`src/rtl/ilr_pkg.sv`:
```
// Shared types and constants for the isometric line rasterizer.
package ilr_pkg;

  localparam int FIELD_W = 12;   // width of the coordinate fields
  localparam int CRD_W   = 13;   // internal coordinate, holds any converted field
  localparam int DLT_W   = 13;   // absolute delta
  localparam int ERR_W   = 15;   // Bresenham error term
  localparam int SUM_W   = 15;   // projected column and row sum
  localparam int ROW_W   = 13;
  localparam int COLU_W  = 13;
  localparam int ADDR_W  = 19;
  localparam int COLOUR_W = 32;
  localparam int CFG_W   = 32;

  localparam int CMD_DEPTH = 2;
  localparam int RES_DEPTH = 4;
  localparam int RES_CNT_W = $clog2(RES_DEPTH) + 1;

  localparam logic ACT_START = 1'b0;
  localparam logic ACT_STEP  = 1'b1;

  localparam logic REG_VERTICAL_OFFSET = 1'b0;
  localparam logic REG_PIXEL_COLOUR    = 1'b1;

  typedef logic signed [CRD_W-1:0] crd_t;

  typedef struct packed {
    logic                       action;
    logic signed [FIELD_W-1:0]  x_start;
    logic signed [FIELD_W-1:0]  y_start;
    logic signed [FIELD_W-1:0]  x_end;
    logic signed [FIELD_W-1:0]  y_end;
  } in_item_t;

  typedef struct packed {
    logic                 pixel_valid;
    logic [ADDR_W-1:0]    pixel_address;
    logic [COLOUR_W-1:0]  pixel_colour_out;
    logic                 line_done;
  } result_t;

  typedef struct packed {
    logic signed [FIELD_W-1:0] vertical_offset;
    logic [COLOUR_W-1:0]       pixel_colour;
  } cfg_t;

  // Classified command passed from the front to the walker.
  typedef struct packed {
    logic                    is_start;
    crd_t                    x0;
    crd_t                    y0;
    crd_t                    x1;
    crd_t                    y1;
    logic [DLT_W-1:0]        dx;
    logic [DLT_W-1:0]        dy;
    logic                    sxn;
    logic                    syn;
    logic signed [ERR_W-1:0] err;
  } cmd_t;

endpackage

```
`src/rtl/ilr_fifo.sv`:
```
// Small register-based first-in first-out queue.
module ilr_fifo #(
  parameter int WIDTH = 8,
  parameter int DEPTH = 2
) (
  input  logic                       clk,
  input  logic                       rst,
  input  logic                       push,
  input  logic [WIDTH-1:0]           wdata,
  output logic                       full,
  input  logic                       pop,
  output logic [WIDTH-1:0]           rdata,
  output logic                       empty,
  output logic [$clog2(DEPTH):0]     count
);

  localparam int AW = $clog2(DEPTH);

  logic [WIDTH-1:0] mem [DEPTH];
  logic [AW-1:0]    wr_ptr;
  logic [AW-1:0]    rd_ptr;
  logic             push_ok;
  logic             pop_ok;

  assign full    = (count == (AW+1)'(DEPTH));
  assign empty   = (count == '0);
  assign push_ok = push && !full;
  assign pop_ok  = pop && !empty;
  assign rdata   = mem[rd_ptr];

  always_ff @(posedge clk) begin
    if (push_ok) begin
      mem[wr_ptr] <= wdata;
    end
  end

  // Pointers wrap on their own: depth is a power of two.
  always_ff @(posedge clk) begin
    if (rst) begin
      wr_ptr <= '0;
      rd_ptr <= '0;
      count  <= '0;
    end else begin
      if (push_ok) begin
        wr_ptr <= wr_ptr + 1'b1;
      end
      if (pop_ok) begin
        rd_ptr <= rd_ptr + 1'b1;
      end
      case ({push_ok, pop_ok})
        2'b10:   count <= count + 1'b1;
        2'b01:   count <= count - 1'b1;
        default: count <= count;
      endcase
    end
  end

endmodule

```
`src/rtl/ilr_front.sv`:
```
// Front end: convert endpoints and set up deltas, step signs and error term.
module ilr_front #(
  parameter int COORD_BITS = 12
) (
  input  ilr_pkg::in_item_t item,
  output ilr_pkg::cmd_t     cmd
);
  import ilr_pkg::*;

  // Take the low COORD_BITS bits of the field as two's complement.
  function automatic crd_t to_crd(input logic [FIELD_W-1:0] f);
    logic [COORD_BITS-1:0] t;
    t = COORD_BITS'(f);
    return CRD_W'(signed'(t));
  endfunction

  crd_t                    x0, y0, x1, y1;
  logic signed [CRD_W:0]   ddx, ddy;
  logic [DLT_W-1:0]        dx, dy;
  logic signed [ERR_W-1:0] half_dx, half_dy;

  always_comb begin
    x0  = to_crd(item.x_start);
    y0  = to_crd(item.y_start);
    x1  = to_crd(item.x_end);
    y1  = to_crd(item.y_end);
    ddx = (CRD_W+1)'(x1) - (CRD_W+1)'(x0);
    ddy = (CRD_W+1)'(y1) - (CRD_W+1)'(y0);
    dx  = (ddx < 0) ? DLT_W'(-ddx) : DLT_W'(ddx);
    dy  = (ddy < 0) ? DLT_W'(-ddy) : DLT_W'(ddy);
    // Deltas are never negative, so halving toward zero is a shift.
    half_dx = ERR_W'(dx >> 1);
    half_dy = ERR_W'(dy >> 1);

    cmd.is_start = (item.action == ACT_START);
    cmd.x0  = x0;
    cmd.y0  = y0;
    cmd.x1  = x1;
    cmd.y1  = y1;
    cmd.dx  = dx;
    cmd.dy  = dy;
    cmd.sxn = !(x0 < x1);
    cmd.syn = !(y0 < y1);
    cmd.err = (dx > dy) ? half_dx : -half_dy;
  end

endmodule

```
`src/rtl/ilr_back.sv`:
```
// Back end: Bresenham walker, isometric projection and address stages.
module ilr_back #(
  parameter int IMAGE_WIDTH  = 1024,
  parameter int IMAGE_HEIGHT = 512
) (
  input  logic                               clk,
  input  logic                               rst,
  input  ilr_pkg::cfg_t                      cfg,
  input  logic                               cmd_empty,
  input  ilr_pkg::cmd_t                      cmd,
  output logic                               cmd_pop,
  input  logic [ilr_pkg::RES_CNT_W-1:0]      res_count,
  output logic                               res_push,
  output ilr_pkg::result_t                   res
);
  import ilr_pkg::*;

  localparam logic signed [SUM_W-1:0] COL_LIM = SUM_W'(IMAGE_WIDTH);
  localparam logic signed [SUM_W-1:0] SUM_LIM = SUM_W'(2 * IMAGE_HEIGHT);

  // Walker state
  crd_t                    cur_x, cur_y, end_x, end_y;
  logic [DLT_W-1:0]        delta_x, delta_y;
  logic                    step_x_negative, step_y_negative;
  logic signed [ERR_W-1:0] error_term;
  logic                    finished;

  crd_t                    cur_x_next, cur_y_next, end_x_next, end_y_next;
  logic [DLT_W-1:0]        delta_x_next, delta_y_next;
  logic                    step_x_negative_next, step_y_negative_next;
  logic signed [ERR_W-1:0] error_term_next;
  logic                    finished_next;

  logic                    fire;
  logic                    blank;
  logic signed [ERR_W:0]   e2, dxw, dyw, err_sum;
  logic                    move_x, move_y;

  // Stage flags: stage 1 is the walker state itself
  logic                    s1_valid, s1_blank;
  logic                    s2_valid, s2_vis, s2_done;
  logic [ROW_W-1:0]        s2_row;
  logic [COLU_W-1:0]       s2_col;

  logic signed [SUM_W-1:0] col, sum;
  logic                    vis;
  logic [RES_CNT_W+1:0]    in_flight;

  // Fire only when the result queue has room for everything already in flight.
  assign in_flight = (RES_CNT_W+2)'(res_count) + (RES_CNT_W+2)'(s1_valid)
                   + (RES_CNT_W+2)'(s2_valid);
  assign fire    = !cmd_empty && (in_flight < (RES_CNT_W+2)'(RES_DEPTH));
  assign cmd_pop = fire;
  assign blank   = !cmd.is_start && finished;

  always_comb begin
    cur_x_next           = cur_x;
    cur_y_next           = cur_y;
    end_x_next           = end_x;
    end_y_next           = end_y;
    delta_x_next         = delta_x;
    delta_y_next         = delta_y;
    step_x_negative_next = step_x_negative;
    step_y_negative_next = step_y_negative;
    error_term_next      = error_term;
    finished_next        = finished;

    e2      = (ERR_W+1)'(error_term);
    dxw     = (ERR_W+1)'(delta_x);
    dyw     = (ERR_W+1)'(delta_y);
    move_x  = (e2 > -dxw);
    move_y  = (e2 < dyw);
    err_sum = e2 - (move_x ? dyw : '0) + (move_y ? dxw : '0);

    if (fire) begin
      if (cmd.is_start) begin
        cur_x_next           = cmd.x0;
        cur_y_next           = cmd.y0;
        end_x_next           = cmd.x1;
        end_y_next           = cmd.y1;
        delta_x_next         = cmd.dx;
        delta_y_next         = cmd.dy;
        step_x_negative_next = cmd.sxn;
        step_y_negative_next = cmd.syn;
        error_term_next      = cmd.err;
        finished_next        = (cmd.x0 == cmd.x1) && (cmd.y0 == cmd.y1);
      end else if (!finished) begin
        if (move_x) begin
          cur_x_next = step_x_negative ? cur_x - 1'b1 : cur_x + 1'b1;
        end
        if (move_y) begin
          cur_y_next = step_y_negative ? cur_y - 1'b1 : cur_y + 1'b1;
        end
        error_term_next = ERR_W'(err_sum);
        finished_next   = (cur_x_next == end_x) && (cur_y_next == end_y);
      end
    end
  end

  always_ff @(posedge clk) begin
    if (rst) begin
      cur_x           <= '0;
      cur_y           <= '0;
      end_x           <= '0;
      end_y           <= '0;
      delta_x         <= '0;
      delta_y         <= '0;
      step_x_negative <= 1'b0;
      step_y_negative <= 1'b0;
      error_term      <= '0;
      finished        <= 1'b1;
      s1_valid        <= 1'b0;
      s1_blank        <= 1'b0;
      s2_valid        <= 1'b0;
    end else begin
      cur_x           <= cur_x_next;
      cur_y           <= cur_y_next;
      end_x           <= end_x_next;
      end_y           <= end_y_next;
      delta_x         <= delta_x_next;
      delta_y         <= delta_y_next;
      step_x_negative <= step_x_negative_next;
      step_y_negative <= step_y_negative_next;
      error_term      <= error_term_next;
      finished        <= finished_next;
      s1_valid        <= fire;
      s1_blank        <= fire && blank;
      s2_valid        <= s1_valid;
    end
  end

  // Project the point held by the walker.
  always_comb begin
    col = SUM_W'(cur_x) - SUM_W'(cur_y);
    sum = SUM_W'(cur_x) + SUM_W'(cur_y) - SUM_W'(cfg.vertical_offset);
    vis = !s1_blank && (col > 0) && (col < COL_LIM) && (sum > 0) && (sum < SUM_LIM);
  end

  always_ff @(posedge clk) begin
    s2_vis  <= vis;
    s2_done <= finished;
    s2_row  <= sum[ROW_W:1];
    s2_col  <= col[COLU_W-1:0];
  end

  assign res_push = s2_valid;

  always_comb begin
    res.pixel_valid      = s2_vis;
    res.pixel_address    = s2_vis ? ADDR_W'(ADDR_W'(s2_row) * ADDR_W'(IMAGE_WIDTH)
                                            + ADDR_W'(s2_col)) : '0;
    res.pixel_colour_out = s2_vis ? cfg.pixel_colour : '0;
    res.line_done        = s2_done;
  end

`ifndef ASSERT_OFF
  a_stage_advance: assert property (@(posedge clk) disable iff (rst)
    s1_valid |=> s2_valid)
    else $error("projected point lost between stages");

  a_no_overflow: assert property (@(posedge clk) disable iff (rst)
    res_push |-> (res_count < RES_CNT_W'(RES_DEPTH)))
    else $error("result pushed into a full queue");

  a_idle_step_holds: assert property (@(posedge clk) disable iff (rst)
    (fire && blank) |=> ($stable(cur_x) && $stable(cur_y) && finished))
    else $error("step on a finished line moved the position");

  a_blank_is_done: assert property (@(posedge clk) disable iff (rst)
    (s1_valid && s1_blank) |-> finished)
    else $error("blank result without line finished");
`endif

endmodule

```
`src/rtl/isometric_line_rasterizer_core.sv`:
```
// Top level of the isometric line rasterizer: queue ports, registers and pipeline.
//
// Walks a line with Bresenham's algorithm and projects each point isometrically
// (column = x - y, row = (x + y - vertical_offset) / 2). A start item (action 0)
// loads both endpoints and reports the first point; each step item (action 1)
// reports the next one. Every item gives exactly one result: pixel_valid,
// pixel_address (row * IMAGE_WIDTH + column, low 19 bits) and pixel_colour_out
// are set only when the point lies inside the window, and line_done marks the
// endpoint; a step after the end reports line_done alone. One item is taken
// per clock and one result leaves per clock while the result queue has room
// and results are popped. The walker updates position and error term once per
// cycle while step items are taken, and holds off while the four-entry result
// queue lacks room: while results are not popped, at most two more commands
// wait in the two-entry command queue before full rises. Write vertical_offset
// (index 0) and pixel_colour (index 1) only while no transaction is in flight.
module isometric_line_rasterizer_core #(
  parameter int IMAGE_WIDTH  = 1024,
  parameter int IMAGE_HEIGHT = 512,
  parameter int COORD_BITS   = 12
) (
  input  logic                        clk,
  input  logic                        rst,
  input  logic                        push,
  output logic                        full,
  input  ilr_pkg::in_item_t           item,
  input  logic                        pop,
  output logic                        empty,
  output ilr_pkg::result_t            result,
  input  logic                        cfg_write,
  input  logic                        cfg_index,
  input  logic [ilr_pkg::CFG_W-1:0]   cfg_data
);
  import ilr_pkg::*;

  cfg_t                  cfg;
  cmd_t                  cmd_in, cmd_out;
  logic                  cmd_empty, cmd_pop;
  logic [$clog2(CMD_DEPTH):0] cmd_count;
  logic                  res_push, res_full;
  result_t               res_in;
  logic [RES_CNT_W-1:0]  res_count;

  // Configuration registers: take a write whenever the enable is high.
  always_ff @(posedge clk) begin
    if (rst) begin
      cfg <= '0;
    end else if (cfg_write) begin
      unique case (cfg_index)
        REG_VERTICAL_OFFSET: cfg.vertical_offset <= cfg_data[FIELD_W-1:0];
        REG_PIXEL_COLOUR:    cfg.pixel_colour    <= cfg_data[COLOUR_W-1:0];
        default:             cfg <= cfg;
      endcase
    end
  end

  // Classify and set up each incoming transaction.
  ilr_front #(
    .COORD_BITS (COORD_BITS)
  ) u_front (
    .item (item),
    .cmd  (cmd_in)
  );

  // Command queue decouples the front from the walker.
  ilr_fifo #(
    .WIDTH ($bits(cmd_t)),
    .DEPTH (CMD_DEPTH)
  ) u_cmd_fifo (
    .clk   (clk),
    .rst   (rst),
    .push  (push),
    .wdata (cmd_in),
    .full  (full),
    .pop   (cmd_pop),
    .rdata (cmd_out),
    .empty (cmd_empty),
    .count (cmd_count)
  );

  // Walk, project and address; the back holds off while the result queue lacks room.
  ilr_back #(
    .IMAGE_WIDTH  (IMAGE_WIDTH),
    .IMAGE_HEIGHT (IMAGE_HEIGHT)
  ) u_back (
    .clk       (clk),
    .rst       (rst),
    .cfg       (cfg),
    .cmd_empty (cmd_empty),
    .cmd       (cmd_out),
    .cmd_pop   (cmd_pop),
    .res_count (res_count),
    .res_push  (res_push),
    .res       (res_in)
  );

  // Result queue: oldest result on the ports while empty is low.
  ilr_fifo #(
    .WIDTH ($bits(result_t)),
    .DEPTH (RES_DEPTH)
  ) u_res_fifo (
    .clk   (clk),
    .rst   (rst),
    .push  (res_push),
    .wdata (res_in),
    .full  (res_full),
    .pop   (pop),
    .rdata (result),
    .empty (empty),
    .count (res_count)
  );

`ifndef ASSERT_OFF
  a_cmd_bounded: assert property (@(posedge clk) disable iff (rst)
    cmd_count <= ($clog2(CMD_DEPTH)+1)'(CMD_DEPTH))
    else $error("command queue count out of range");

  a_res_no_drop: assert property (@(posedge clk) disable iff (rst)
    res_push |-> (!res_full || pop))
    else $error("result dropped at a full queue");

  a_pop_follows_push: assert property (@(posedge clk) disable iff (rst)
    (push && !full && cmd_empty) |=> !cmd_empty)
    else $error("accepted transaction missing from command queue");
`endif

endmodule
```
`config.mk`:
```
export PLATFORM = sky130hd
export DESIGN_NAME = isometric_line_rasterizer_core
export DESIGN_NICKNAME = d
export VERILOG_FILES = /design/src/rtl/ilr_pkg.sv /design/src/rtl/ilr_fifo.sv /design/src/rtl/ilr_front.sv /design/src/rtl/ilr_back.sv /design/src/rtl/isometric_line_rasterizer_core.sv
export SDC_FILE = /design/constraint.sdc
export NUM_CORES = 1
export LEC_CHECK = 0
export BUFFER_PORTS_ARGS = -buffer_cell sky130_fd_sc_hd__buf_2
export CORE_UTILIZATION = 51
export CTS_BUF_LIST = sky130_fd_sc_hd__clkbuf_4 sky130_fd_sc_hd__clkbuf_8
export CTS_CLUSTER_DIAMETER = 120
export DETAILED_ROUTE_END_ITERATION = 6
export PLACE_DENSITY = 0.74
export SLEW_MARGIN = 10
export SYNTH_ARGS = -nofsm -noshare
export SYNTH_HDL_FRONTEND = slang
export SYNTH_SLANG_ARGS = --single-unit
```
`constraint.sdc`:
```
create_clock -name clk -period 13.7 [get_ports clk]
set_clock_uncertainty 0.1 [all_clocks]
set_input_delay 2.055 -clock clk [delete_from_list [all_inputs] [get_ports clk]]
set_output_delay 2.055 -clock clk [all_outputs]
set_load 0.01 [all_outputs]
```
Word level (Yosys, flattened, before mapping). Memory sizes are Yosys's and may differ from the RTL's. A register that Yosys moved wholly into a read port is not among the register bits. Index checks and enable logic that the tools add are counted. W data, S select, Z words.

Add/subtract/negate cells: 26. Order comparisons: 12. Equal/unequal tests: 11. Muxes and demuxes: 35. Bitwise logic cells: 2. Reduce and logical (&&, ||, !) cells: 29.

Operators with widths (count): $mux W13 (18); $eq A13 B13 Y1 (4); $mux W15 (3); $mux W32 (1); $add A13 B1 Y13 const B (2); $lt A13 B1 Y1 const B (2); $neg A13 Y13 (2); $sub A12 B12 Y13 (2); $sub A13 B1 Y13 const B (2); $lt A12 B12 Y1 (2); $add A19 B13 Y19 (1); $mux W19 (1); $gt A15 B16 Y1 (1); $neg A13 Y16 (1); $add A15 B15 Y15 (1); $gt A15 B1 Y1 const B (1); $lt A15 B12 Y1 const B (1); $lt A15 B14 Y1 (1); $neg A12 Y15 (1); $sub A14 B12 Y15 (1); $sub A15 B13 Y15 (1); $add A13 B13 Y14 (1); $gt A14 B1 Y1 const B (1); $lt A14 B12 Y1 const B (1); other kinds (25) (63).

Register bits: 178. RAM bits: 404. Word-level logic and storage cells: 142. Memories: 2.

Memory list: u_res_fifo.mem (words 4, bits a word 53, rd ports 1, clocked after Yosys merged registers in 1, write ports 1, RTL line ilr_fifo.sv:19) `logic [WIDTH-1:0] mem [DEPTH];`; u_cmd_fifo.mem (words 2, bits a word 96, rd ports 1, clocked after Yosys merged registers in 1, write ports 1, RTL line ilr_fifo.sv:19).

Longest topological paths before layout.
Depth after elaboration: 10. Gate-level depth with buffers: 29.

Cells and area by module. Synthesis repeated with hierarchy kept, for this count alone.

Cell total of the unflattened synthesis: 2694. Area total of the unflattened synthesis: 31554.0 µm².

By module, submodules not included: ilr_back (instances 1, cells each 1378, area an instance 10656.5 µm²); ilr_fifo (u_res_fifo) (instances 1, cells each 331, area an instance 8186.6 µm²); ilr_fifo (u_cmd_fifo) (instances 1, cells each 325, area an instance 7151.9 µm²); ilr_front (instances 1, cells each 473, area an instance 3542.1 µm²); isometric_line_rasterizer_core (instances 1, cells each 187, area an instance 2016.9 µm²).

Worst setup path after synthesis. OpenSTA, ideal clock, no wires.

Path type: input port to flip-flop. Start point: input item[12] (netlist name). End point: memory u_cmd_fifo.mem[0][8] (netlist name) (data pin). Library setup time: 0.262 ns. Arrival time: 6.550 ns. Slack: 6.788 ns. Stages: 23. Buffers on the path: 1. Cell sequence: inv_1 -> ha_1 -> inv_1 -> fa_1 -> a211oi_1 -> o21ai_0 -> a211oi_1 -> nor3b_1 -> o21a_1 -> o21a_1 -> o31ai_1 -> mux2_2 -> ha_1 -> nor2b_1 -> o21a_1 -> o21ai_0 -> nand2b_1 -> a21oi_1 -> o211ai_1 -> a221oi_1 -> nor2_1 -> clkbuf_1 -> mux2_2.

RTL lines: start: declaration (RTL line isometric_line_rasterizer_core.sv:25) `input ilr_pkg::in_item_t item,`; end: declaration (RTL line ilr_fifo.sv:19).

Worst setup path in the final report.
Start point: register u_back.delta_x[2]. End point: register u_back.error_term[14].

Cells in the longest elaborated chain, start to end: 7. Elaborated cells on any way between the ends: 8.

Ends and longest elaborated chain: start: declaration (RTL line ilr_back.sv:23) `logic [DLT_W-1:0] delta_x, delta_y;`; start signal: assignment (RTL line ilr_back.sv:120) `delta_x <= delta_x_next;`; $neg A13 Y16 (RTL line ilr_back.sv:71) `move_x = (e2 > -dxw);`; $gt A15 B16 Y1 (RTL line ilr_back.sv:71); $mux W13 (RTL line ilr_back.sv:73) `err_sum = e2 - (move_x ? dyw : '0) + (move_y ? dxw : '0);`; $sub A15 B13 Y15 (RTL line ilr_back.sv:73); $add A15 B15 Y15 * (RTL line ilr_back.sv:73); $mux W15 * (RTL line ilr_back.sv:87) `end else if (!finished) begin`; $mux W15 * (RTL line ilr_back.sv:76) `if (cmd.is_start) begin`; end signal: assignment (RTL line ilr_back.sv:124) `error_term <= error_term_next;`; end: declaration (RTL line ilr_back.sv:25) `logic signed [ERR_W-1:0] error_term;`.

Mark *: on every way between the ends. The rest lies on a longest branch, timed or not. The select of a mux whose other input is x is not followed. A chain may end at the register's enable or synchronous reset.

==> reports/metrics.csv <==
metric,value,unit
status,"complete, no violations",
synth_edf_count,396,
synthAdderAreaFrac,8.620,%
nets,2945,
min_period,7162,ps
track_usage,24.46,%
overflow,0,
ys_types,76,
start_util,51.69,%
synth_compound_area_share,11.05,%
r2r_end,u_back.error_term[14],
crit_chain,"nor4_1, nand3_1, nor3_1, xor2_1, ha_1, nand3_1, or4_4, a21o_1, and4_4, nor2_1, nor2_1, fa_1, inv_1, ha_1, nor2b_1, o21ai_0, a21oi_1, o211ai_1, a21oi_1, a2111oi_0, nor3_1, a31oi_1, xnor2_1, o41ai_1",
worstPathRequired,14170,ps
pre_cts_ws,6032,ps
hpwl,50030,µm
clk_latency,700,ps
holdBufCountCts,0,
leakage,12.13,nW
async_reset_ff_share,0,%
ys_warn_count,0,
p_int,4.537,mW
dr.pass1.iters,5,
cts_inserted_buffers,93,
synth_seq_cells,575,
antenna_found_initial,2,
synth_nets,2779,
yosysMostFrequentCell,edfxtp_1,
fin_ws,6538,ps
stdcell_area,32640,µm²
drc_errors,0,
fin_crit_sh,52.28,%
ir_drop,126.8,µV
synth_top_family_by_area,compound AO/OA/AOI/OAI gates,
power,7.662,mW
clk_path_buf_depth,3,
fill_cells,4692,
syn_area,29150,µm²
clkSinkCount,575,
cp-end-kind,register,
cts_resized,0,
crit_end,u_back.error_term[14],
whs,351.1,ps
synth-main-ff-cell,edfxtp_1,
place_area,30650,µm²
synthXorXnorAreaFrac,5.430,%
maxCapViolCount,0,
coreArea,56390,µm²
whs_path_depth,2,
synth_area_leader_cell,edfxtp_1,
dp.cells,3338,
critPathKind,reg -> reg,
viasPerCell,5.693,
holdCritPathClass,reg -> reg,
drtIter0Drc,1533,
clock.fmax,139.6,MHz
setup_viol,0,
tightest_slew,1178,ps
root_buffer,clkbuf_8,
syn_area_per_cell,11.61,µm²
syn2layout_area_growth,11.99,%
wl_per_cell,19.89,µm
crit_path_start,u_back.delta_x[2],
stdcell_count,3515,
p_switching,3.125,mW
clockPowerShare,20.1,%
cts.clk_slew.worst_paths,60,ps
crit-reg2reg-launch,u_back.delta_x[2],
port_buffers,141,
pwr-share-seq,32.0,%
cts_setup_buffers,0,
drive_gt1_share,15.23,%
ant_nets,0,
grt_max_degree,107,
dieArea,58110,µm²
num_vias,20010,
arrival,7630,ps
cts_tree,built,
tns,0,ps
pwr_density_cell,234.7,nW/µm²
wl,69930,µm
path_max_fanout,12,
slew_violations,0,
gp_congestion,0.9146,
ys_seq_area_share,53.09,%
rows,87,
syn_inst,2511,
r2r_slack,6540,ps
synth_area_leaders,"edfxtp_1 (41%), dfxtp_1 (12%), ha_1 (6.4%), mux4_2 (4.1%), xnor2_1 (3.1%)",
synth.top_cell.area_share,40.80,%
final_core_util,57.89,%
slowest_delay,870,ps
rsz0062_at_grt,no,
grt_pass1_vias,20060,
synthTopCellsByCount,"edfxtp_1 (396), nor2_1 (208), inv_1 (184)",
yosys.area_share.simple,10.83,%
swShare,40.79,%
die_h,241.1,µm
p_comb_share,48.0,%
die_x,241.1,µm
max-slew-margin-rel,21.20,%
muxShareOfSynthArea,7.349,%
io_pins,142,
htreeDepth,3,
reg2regPathDepth,24,
critPathLaunchType,register,
hold_viol,0,
grt_pass1_wl,109200,µm
cpMaxStageDelayCell,nor2_1,
## logic make-up after synthesis
family	count (synthesis)
flops	575
compound gates	490
xor+xnor	179
buf+inv	279
fa+ha+maj	181
simple gates	661
mux	146
## layout by cell type (no fill, tap or decap), types with 14 or more instances in the layout
cell | netlist | layout
xnor2_1 | 103 | 103
mux4_2 | 53 | 53
fa_1 | 33 | 33
clkbuf_8 | 0 | 110
clkbuf_4 | 0 | 26
nand2_1 | 176 | 176
a211oi_1 | 99 | 99
o21a_1 | 16 | 16
buf_2 | 2 | 140
dfxtp_1 | 179 | 176
a21oi_1 | 135 | 135
a21o_1 | 21 | 21
o21ai_0 | 64 | 64
o22ai_1 | 23 | 23
nor3_1 | 41 | 41
ha_1 | 148 | 148
o211ai_1 | 14 | 14
xor2_1 | 74 | 74
nand2b_1 | 16 | 16
and2_1 | 62 | 57
clkinv_1 | 1 | 22
edfxtp_1 | 396 | 396
inv_1 | 184 | 184
nor2b_1 | 40 | 40
nor4_1 | 16 | 16
nand4_1 | 21 | 21
mux2_2 | 14 | 14
mux2i_1 | 79 | 79
a31oi_1 | 27 | 27
buf_4 | 0 | 25
nor2_1 | 208 | 206
nand3_1 | 25 | 25
## power groups by stage
stage | combinational (mW) | clock (mW) | sequential (mW)
3_5_place_dp | 3.62 | 0 | 2.48
2_1_floorplan | 2.75 | 0 | 2.39
4_1_cts | 3.65 | 1.57 | 2.45
3_3_place_gp | 3.55 | 0 | 2.47
5_1_grt | 4.07 | 1.64 | 2.48
6_report | 3.67 | 1.54 | 2.45
## critical path: cells and delay by family (launching register included)
kind | cells | cell delay (ps)
adders and majority gates | 3 | 1180
xor gates and xnor gates | 2 | 210
buffers and inverters | 1 | 40
and+or+nand+nor | 10 | 3220
AOI/OAI and AO/OA | 8 | 1940
DFF | 1 | 360
## sequential cells by signal, summed over array words and instances (netlist names), 2 cells and up, named ones only
register / cells
u_res_fifo.rd_ptr: 2
u_cmd_fifo.mem: 184
u_back.error_term: 15
u_back.cur_x: 13
u_res_fifo.count: 3
u_back.delta_x: 13
u_back.cur_y: 13
u_back.s2_col: 13
cfg: 44
u_cmd_fifo.count: 2
u_back.delta_y: 13
u_back.end_x: 12
u_res_fifo.wr_ptr: 2
u_back.end_y: 12
u_back.s2_row: 9
u_res_fifo.mem: 212
## worst min-delay path by stage
stage / slack, ps / endpoint / startpoint
finish: 350 / cfg[7] / cfg[7]
global route: 370 / cfg[1] / cfg[1]
CTS: 350 / cfg[1] / cfg[1]
detailed placement: 340 / u_back.s2_done / u_back.finished
global placement: 340 / cfg[14] / cfg[14]
floorplan: 270 / u_back.s2_done / u_back.finished
## routing by layer
layer  up-vias  global-route usage, %  part of all wire [%]  wire [µm]
li1       9513                      -                     -          -
met1      9732                  33.08                    44      30760
met2       650                  40.24                    47      33060
met3       115                  4.060                   6.3       4428
met4         2                  7.672                   2.4       1665
met5         -                      0                 0.021         15
## cell type report
class	instances	area, µm²	share of cell area [%]
inverter	185	694.4	2.127
sequential	575	15480	47.43
clock buffer	136	1709	5.236
clock inverter	40	276.5	0.8471
tap	756	945.9	2.898
timing repair buffer	165	888.4	2.721
antenna	1	2.502	0.007666
multi-input combinational	1657	12640	38.73
(Power assumes the default switching activity.)
